$ cat config.mk
export PLATFORM = sky130hd
export DESIGN_NAME = gac_ctrl
export DESIGN_NICKNAME = d
export VERILOG_FILES = /design/src/rtl/gac_pkg.sv /design/src/rtl/gac_ctrl.sv
export SDC_FILE = /design/constraint.sdc
export NUM_CORES = 1
export LEC_CHECK = 0
export BUFFER_PORTS_ARGS = -buffer_cell sky130_fd_sc_hd__buf_2
export CORE_AREA = 3 3 40 42
export CTS_BUF_LIST = sky130_fd_sc_hd__clkbuf_2
export DETAILED_ROUTE_END_ITERATION = 6
export DIE_AREA = 0 0 43 45
export PLACE_DENSITY = 0.49
export RECOVER_POWER = 100
export SKIP_LAST_GASP = 1
export SLEW_MARGIN = 25
export SYNTH_ARGS = -nofsm -noshare
export SYNTH_HDL_FRONTEND = slang
export SYNTH_SLANG_ARGS = --single-unit
$ cat constraint.sdc
create_clock -name clk -period 1.3 [get_ports clk]
set_clock_uncertainty 0.15 [all_clocks]
set_input_delay 0.13 -clock clk [delete_from_list [all_inputs] [get_ports clk]]
set_output_delay 0.13 -clock clk [all_outputs]
set_load 0.05 [all_outputs]
$ cat src/rtl/gac_pkg.sv
`timescale 1ns / 1ps

package gac_pkg;

  // Sizes
  localparam int NUM_RIGS       = 8;
  localparam int RIG_W          = 3;
  localparam int GAIN_FRAC_BITS = 14;
  localparam int BAND_COUNT     = 14;
  localparam int NUM_HAM_BANDS  = 13;
  localparam int BAND_W         = 4;
  localparam int GAIN_W         = 16;
  localparam int SAMPLE_W       = 16;
  localparam int FREQ_W         = 32;
  localparam int MODE_W         = 8;
  localparam int PB_W           = 14;
  localparam int CMD_W          = 2;
  localparam int RIG_DW         = FREQ_W + MODE_W;
  localparam int GAIN_DEPTH     = NUM_RIGS * NUM_RIGS * BAND_COUNT;
  localparam int GAIN_AW        = $clog2(GAIN_DEPTH);
  localparam int PROD_W         = GAIN_W + 1 + SAMPLE_W;
  localparam int CFG_AW         = 3;
  localparam int CFG_DW         = 32;

  localparam logic [BAND_W-1:0] BAND_OTHER = 4'd13;
  localparam logic [GAIN_W-1:0] GAIN_RESET = GAIN_W'((1 << GAIN_FRAC_BITS) / 10);

  // Scaling constants
  localparam logic signed [PROD_W-1:0] ROUND_ADD = PROD_W'((1 << GAIN_FRAC_BITS) - 1);
  localparam logic signed [PROD_W-1:0] SAT_MAX   = PROD_W'(32767);
  localparam logic signed [PROD_W-1:0] SAT_MIN   = PROD_W'(-32768);

  // Command codes
  localparam logic [CMD_W-1:0] CMD_SAMPLE   = 2'd0;
  localparam logic [CMD_W-1:0] CMD_SET_GAIN = 2'd1;
  localparam logic [CMD_W-1:0] CMD_TUNE     = 2'd2;

  // Register index (bit 2 of the byte address)
  localparam logic [0:0] REG_ROUTING_ENABLE = 1'b0;

  // Mode codes with a passband other than the voice default
  localparam logic [MODE_W-1:0] MODE_AM     = 8'h02;
  localparam logic [MODE_W-1:0] MODE_CW     = 8'h03;
  localparam logic [MODE_W-1:0] MODE_RTTY   = 8'h04;
  localparam logic [MODE_W-1:0] MODE_FM     = 8'h05;
  localparam logic [MODE_W-1:0] MODE_CW_R   = 8'h07;
  localparam logic [MODE_W-1:0] MODE_RTTY_R = 8'h08;
  localparam logic [MODE_W-1:0] MODE_DV     = 8'h17;

  // Passbands in Hz
  localparam logic [PB_W-1:0] PB_VOICE  = 14'd3000;
  localparam logic [PB_W-1:0] PB_WIDE   = 14'd5000;
  localparam logic [PB_W-1:0] PB_NARROW = 14'd500;
  localparam logic [PB_W-1:0] PB_FM     = 14'd10000;

  // Band edges in Hz, inclusive
  localparam logic [FREQ_W-1:0] BAND_LO [NUM_HAM_BANDS] = '{
    32'd1800000, 32'd3500000, 32'd5250000, 32'd7000000, 32'd10100000,
    32'd14000000, 32'd18068000, 32'd21000000, 32'd24890000, 32'd28000000,
    32'd50000000, 32'd144000000, 32'd430000000
  };
  localparam logic [FREQ_W-1:0] BAND_HI [NUM_HAM_BANDS] = '{
    32'd2000000, 32'd4000000, 32'd5450000, 32'd7300000, 32'd10150000,
    32'd14350000, 32'd18168000, 32'd21450000, 32'd24990000, 32'd29700000,
    32'd54000000, 32'd148000000, 32'd450000000
  };

  typedef enum logic [2:0] {
    ST_CLEAR,
    ST_IDLE,
    ST_SRC,
    ST_BAND,
    ST_READ,
    ST_EVAL,
    ST_SCALE,
    ST_FLUSH
  } gac_state_t;

  // Controller to datapath
  typedef struct packed {
    logic in_ready;
    logic clear_wr;
    logic src_load;
    logic band_load;
    logic dst_read;
    logic eval_load;
    logic scale_step;
    logic flush;
  } gac_cmd_t;

  // Datapath to controller
  typedef struct packed {
    logic clear_done;
    logic in_valid;
    logic in_is_sample;
    logic dst_last;
    logic deliver;
    logic pend_valid;
    logic out_free;
  } gac_status_t;

  function automatic logic [PB_W-1:0] passband(input logic [MODE_W-1:0] mode);
    logic [PB_W-1:0] pb;
    case (mode) inside
      MODE_AM, MODE_DV:                        pb = PB_WIDE;
      MODE_CW, MODE_RTTY, MODE_CW_R, MODE_RTTY_R: pb = PB_NARROW;
      MODE_FM:                                 pb = PB_FM;
      default:                                 pb = PB_VOICE;
    endcase
    return pb;
  endfunction

  // Lowest matching band wins
  function automatic logic [BAND_W-1:0] band_of(input logic [FREQ_W-1:0] hz);
    logic [BAND_W-1:0] b;
    b = BAND_OTHER;
    for (int i = NUM_HAM_BANDS - 1; i >= 0; i--) begin
      if (hz >= BAND_LO[i] && hz <= BAND_HI[i]) begin
        b = BAND_W'(i);
      end
    end
    return b;
  endfunction

  function automatic logic [GAIN_AW-1:0] gain_addr(input logic [RIG_W-1:0] src,
                                                   input logic [RIG_W-1:0] dst,
                                                   input logic [BAND_W-1:0] band);
    return GAIN_AW'((int'(src) * NUM_RIGS + int'(dst)) * BAND_COUNT + int'(band));
  endfunction

endpackage

$ cat src/rtl/gac_ctrl.sv
`timescale 1ns / 1ps

module gac_ctrl (
  input  logic                 clk,
  input  logic                 rst_n,
  input  gac_pkg::gac_status_t status,
  output gac_pkg::gac_cmd_t    cmd
);
  import gac_pkg::*;

  gac_state_t state_r;
  gac_state_t state_nxt;
  logic       scale_hold;

  // A delivered sample cannot move on while the older one is stuck behind the output
  assign scale_hold = status.deliver && status.pend_valid && !status.out_free;

  // State register
  always_ff @(posedge clk) begin
    if (!rst_n) begin
      state_r <= ST_CLEAR;
    end else begin
      state_r <= state_nxt;
    end
  end

  // Next state
  always_comb begin
    state_nxt = state_r;
    case (state_r)
      ST_CLEAR: begin
        if (status.clear_done) state_nxt = ST_IDLE;
      end
      ST_IDLE: begin
        if (status.in_valid && status.in_is_sample) state_nxt = ST_SRC;
      end
      ST_SRC:  state_nxt = ST_BAND;
      ST_BAND: state_nxt = ST_READ;
      ST_READ: state_nxt = ST_EVAL;
      ST_EVAL: state_nxt = ST_SCALE;
      ST_SCALE: begin
        if (!scale_hold) state_nxt = status.dst_last ? ST_FLUSH : ST_READ;
      end
      ST_FLUSH: begin
        if (!status.pend_valid || status.out_free) state_nxt = ST_IDLE;
      end
      default: state_nxt = ST_CLEAR;
    endcase
  end

  // Commands
  always_comb begin
    cmd = '0;
    case (state_r)
      ST_CLEAR: cmd.clear_wr  = 1'b1;
      ST_IDLE:  cmd.in_ready  = 1'b1;
      ST_SRC:   cmd.src_load  = 1'b1;
      ST_BAND:  cmd.band_load = 1'b1;
      ST_READ:  cmd.dst_read  = 1'b1;
      ST_EVAL:  cmd.eval_load = 1'b1;
      ST_SCALE: cmd.scale_step = !scale_hold;
      ST_FLUSH: cmd.flush     = status.pend_valid && status.out_free;
      default:  cmd = '0;
    endcase
  end

endmodule

==> results of run 1 <==
## synthesized netlist by cell type (2+ instances only)
master   count  area share [%]
nor3b_1      4              11
a21oi_1      3             5.5
dfxtp_1      3              22
nor3_1       3             5.5
buf_4        2             5.5
inv_1        2             2.7
## logic make-up (layout without fill, tap and decap cells)
| family | after synthesis | count (layout) | synth area share (%) |
|---|---|---|---|
| simple gates | 15 | 15 | 39.7 |
| buf+inv | 6 | 36 | 13.7 |
| compound gates | 8 | 8 | 21.0 |
| mux | 1 | 1 | 3.65 |
| flops | 3 | 3 | 21.9 |
## routing by layer
metal	up-vias	share of wire (%)	track usage [%]
met5	-	0	0
met4	0	0	7.23
met3	0	8.9	4.38
met2	14	42	12.0
met1	151	49	12.3
li1	187	-	-
## where the power goes
| group | internal, mW | switching (mW) | total (mW) |
|---|---|---|---|
| registers | 0.0971 | 0.0106 | 0.108 |
| clock network | 0.0811 | 0.0505 | 0.132 |
| logic | 0.102 | 0.0993 | 0.201 |
| total | 0.280 | 0.160 | 0.441 |
## how the worst max path moves through the flow
| stage | endpoint | slack (ps) |
|---|---|---|
| 2_1_floorplan | cmd[5] | -140 |
| 3_3_place_gp | state_r[0] | -20 |
| 3_5_place_dp | cmd[1] | -30 |
| 4_1_cts | cmd[1] | -90 |
| 5_1_grt | cmd[1] | -140 |
| 6_report | cmd[1] | -70 |
## critical path: stages, from the launching register on
cell      delay (ps)
dfxtp_4          350
nand3b_1         160
and2b_2          230
buf_8            140
## timing repair
action,4_1_cts,5_1_grt
buffers inserted,1,1
endpoints found under the hold margin,1,0
hold buffers,1,0
pin swaps,3,1
endpoints found under the setup margin,8,10
gates resized for setup,31,2
## through the flow
stage / total power [mW] / utilization (%) / setup WS [ps] / setup TNS [ps]
2_1_floorplan: 0.217 / - / -137 / -330
3_3_place_gp: 0.271 / 36.4 / -16.1 / -27.6
3_5_place_dp: 0.271 / 36.4 / -31.9 / -44.6
4_1_cts: 0.448 / 46.5 / -87.0 / -435
5_1_grt: 0.477 / 47.7 / -137 / -848
6_report: 0.441 / 47.7 / -69.0 / -255
## area by class of cell
cell class | count | area (µm²)
clock buffers | 4 | 20.0
repair buffers | 29 | 245
multi-input cells | 24 | 244
fillers | 128 | 672
well taps | 15 | 18.8
inverters | 3 | 13.8
flip-flops and latches | 3 | 71.3
## cell usage in the layout (no fill, tap or decap), types with 2 or more instances in the layout
master / n
clkbuf_2: 4
buf_4: 10
dfxtp_4: 3
a21oi_1: 2
nor3b_4: 3
inv_1: 2
buf_2: 8
nor3_4: 2
buf_8: 2
buf_6: 8
==> results.py, run 1 <==
metrics = {
    "outcome": {
        "status": "finished with violations",
        "violations": "setup timing",
    },
    "floorplan": {
        "die_w_um": 43,
        "floorplan.die.height_um": 45,
        "start_util_pct": 21.3,
        "rows": 13,
        "io_pins": 17,
        "die_area_um2": 1940,
        "design.core.area_um2": 1280,
    },
    "layout": {
        "antenna_cells": 0,
        "drive_above_1_share_pct": 73.0,
        "nNetsFinal": 73,
        "instances_no_fill": 78,
        "largest_reg_flops": 3,
        "area_growth_pct": 124,
        "design_area_um2": 613,
        "largest-register": "state_r",
        "largestRegisters": "state_r (3)",
    },
    "logic_synthesis": {
        "netlist_area_um2": 274,
        "yosysUniqueCellTypes": 22,
        "yosysWarningCount": 0,
        "synth-main-ff-cell": "dfxtp_1",
        "synth_enable_flop_cells": 0,
        "avgSynthCellArea_um2": 8.30,
        "async_flop_share_pct": 0,
        "syn_inst": 33,
        "syn-num-nets": 42,
        "yosys_register_bits": 3,
        "yosysSeqAreaShare_pct": 21.9,
    },
    "detailed_routing": {
        "ant_nets": 0,
        "num_vias": 352,
        "remaining_drc_errors": 0,
        "vias_per_cell": 4.51,
        "wl_um": 766,
        "drtIter0Drc": 4,
        "post_drt_wl_per_cell_um": 9.82,
        "firstDrtPassIters": 4,
    },
    "worst_hold_path": {
        "hold_depth": 3,
        "hold_path.class": "input pin to register",
        "hold_path_end": "state_r[0]",
        "hp-start": "status[3]",
    },
    "timing": {
        "setup-violations-final": 8,
        "worst_hold_slack_ps": 129,
        "slew_headroom_pct": 80.9,
        "max_freq_mhz": 730,
        "final_max_slew_viol_count": 0,
        "rsz0062_at_grt": "yes",
        "hold_violations": 0,
        "worst_slew_pin_slew_ps": 283,
        "period_share_pct": 105,
        "finalWorstSetupSlack_ps": -69.0,
        "final.min_clock_period_ps": 1370,
    },
    "worst_setup_path": {
        "criticalPathCategory": "register to output pin",
        "cp-startpoint": "state_r[0]",
        "reg2reg_slack_ps": 60,
        "critPathArrivalTime_ps": 1090,
        "worstSetupEndpointType": "output pin",
        "r2r-start": "state_r[0]",
        "crit_required_ps": 1020,
        "cp-start-kind": "register",
        "r2r_end": "state_r[1]",
        "rr_worst_depth": 4,
        "cp_max_fo": 6,
    },
    "placement": {
        "place.gp.congestion": 0.688,
        "place_area_um2": 468,
        "placed_cells": 71,
        "portBuffers": 16,
        "hpwl_um": 597,
    },
    "global_routing": {
        "antenna_found_initial": 0,
        "grt_pass1_wl_mm": 1.32,
        "first_global_vias": 312,
        "grt_use_total_pct": 9.48,
        "overflow": 0,
        "grt_max_degree": 8,
    },
    "clock_tree": {
        "clockBufferDepth": 2,
        "cts_tree": "yes",
        "insertion_delay_ps": 210,
        "cts_buffers": 3,
        "cts_sinks": 3,
        "root_buffer": "clkbuf_2",
        "clk_pin_slew_worst_paths_ps": 40,
        "htree_levels": 1,
    },
    "power": {
        "peakVddDrop_uv": 282,
        "p_per_area_nw_per_um2": 719,
        "power.leakage_nw": 0.287,
    },
    "run": {
        "max_cap_violations": 0,
    },
}
Note: power is estimated with default switching activity, not from simulation.
==> run 2: changes to the inputs <==
- SETUP_SLACK_MARGIN: unset -> 0.5
==> results.py, run 2 (same netlist as run 1, synthesis figures left out) <==
metrics = {
    "outcome": {
        "status": "finished with violations",
        "violations": "setup timing",
    },
    "worst_setup_path": {
        "reg2reg_slack_ps": 20,
        "critPathArrivalTime_ps": 1130,
        "crit_required_ps": 1020,
        "r2r_end": "state_r[2]",
        "cp_max_fo": 6,
        "cp-start-kind": "register",
        "crit_path_end": "cmd[1]",
        "rr_worst_depth": 5,
        "worstSetupEndpointType": "output pin",
        "criticalPathCategory": "register to output pin",
        "r2r-start": "state_r[1]",
        "cp-startpoint": "state_r[0]",
    },
    "floorplan": {
        "floorplan.die.height_um": 45,
        "rows": 13,
        "io_pins": 17,
        "design.core.area_um2": 1280,
        "die_area_um2": 1940,
        "die_w_um": 43,
        "start_util_pct": 21.3,
    },
    "timing": {
        "finalWorstSetupSlack_ps": -106,
        "tns_ps": -427,
        "worst_hold_slack_ps": 26.6,
        "worst_slew_pin_slew_ps": 257,
        "rsz0062_at_grt": "yes",
        "slew_headroom_pct": 82.8,
        "final.min_clock_period_ps": 1410,
        "final_max_slew_viol_count": 0,
        "hold_violations": 0,
        "max_freq_mhz": 711,
        "setup-violations-final": 8,
        "period_share_pct": 108,
    },
    "global_routing": {
        "grt_pass1_wl_mm": 1.46,
        "first_global_vias": 345,
        "antenna_found_initial": 0,
        "grt_max_degree": 8,
        "grt_use_total_pct": 10.6,
        "overflow": 0,
    },
    "layout": {
        "drive_above_1_share_pct": 79.7,
        "final_common_cell": "buf_6",
        "largest-register": "state_r",
        "nNetsFinal": 69,
        "largest_reg_flops": 3,
        "fill_cells": 110,
        "layout_common_cells": "buf_6, buf_2, clkbuf_2, nor3b_4, buf_4",
        "largestRegisters": "state_r (3)",
        "antenna_cells": 0,
        "area_growth_pct": 137,
    },
    "placement": {
        "hpwl_um": 645,
        "portBuffers": 16,
        "dp_slack_ps": 16.3,
        "place.gp.congestion": 0.731,
    },
    "clock_tree": {
        "clk_pin_slew_worst_paths_ps": 60,
        "cts_buffers": 3,
        "cts_tree": "yes",
        "htree_levels": 1,
        "cts_hold_buffers": 0,
        "clockBufferDepth": 2,
        "cts_sinks": 3,
        "insertion_delay_ps": 210,
        "root_buffer": "clkbuf_2",
    },
    "power": {
        "power.leakage_nw": 0.284,
        "finalPower_mw": 0.459,
        "p_per_area_nw_per_um2": 707,
        "peakVddDrop_uv": 362,
    },
    "detailed_routing": {
        "ant_nets": 0,
        "wl_um": 883,
        "remaining_drc_errors": 0,
        "firstDrtPassIters": 4,
        "vias_per_cell": 4.72,
        "num_vias": 349,
        "drtIter0Drc": 6,
        "post_drt_wl_per_cell_um": 11.9,
    },
    "worst_hold_path": {
        "hold_depth": 2,
        "hold_path.class": "input pin to register",
    },
    "run": {
        "max_cap_violations": 0,
    },
}
==> run 2: repair_timing <==
| item | 4_1_cts | 5_1_grt |
|---|---|---|
| pin swaps | 3 | 7 |
| hold endpoints to repair | 0 | 0 |
| setup endpoints to repair | 11 | 11 |
| resized for setup | 24 | 7 |
| buffers inserted | 1 | 1 |
==> run 2: final cells by class <==
type	count	area (µm²)	area share, %
timing repair buffer	25	245	37.8
sequential	3	68.8	10.6
inverter	3	16.3	2.50
multi-input combinational	24	280	43.2
clock buffer	4	20.0	3.08
tap	15	18.8	2.89
==> run 2: worst max-delay path, cell delays in order (launching register included) <==
cell      delay [ps]
dfxtp_2          350
nand3b_1         180
and2b_4          260
buf_8            140
==> run 2: routing by layer <==
metal	up-vias	share of wire, %	track usage (%)
li1	176	-	-
met1	160	44	12.0
met2	11	50	16.8
met3	2	4.2	2.39
met4	0	1.4	9.04
met5	-	0	0
==> run 2: per-stage QoR <==
step	util [%]	cell area, µm²	instances
floorplan	-	364	33
global route	50.5	649	74
global placement	38.9	499	68
CTS	47.3	608	73
finish	50.5	649	74
detailed placement	38.9	499	68
==> run 2: how the worst min path moves through the flow <==
stage / start / end
6_report: rst_n / state_r[1]
5_1_grt: rst_n / state_r[1]
4_1_cts: rst_n / state_r[1]
3_5_place_dp: rst_n / state_r[1]
3_3_place_gp: rst_n / state_r[1]
2_1_floorplan: rst_n / state_r[1]
==> run 2: power breakdown <==
part	leakage, nW	switching [mW]	total [mW]	internal, mW
registers	0.0263	0.0130	0.110	0.0970
logic	0.241	0.107	0.211	0.103
clock network	0.0166	0.0569	0.138	0.0815
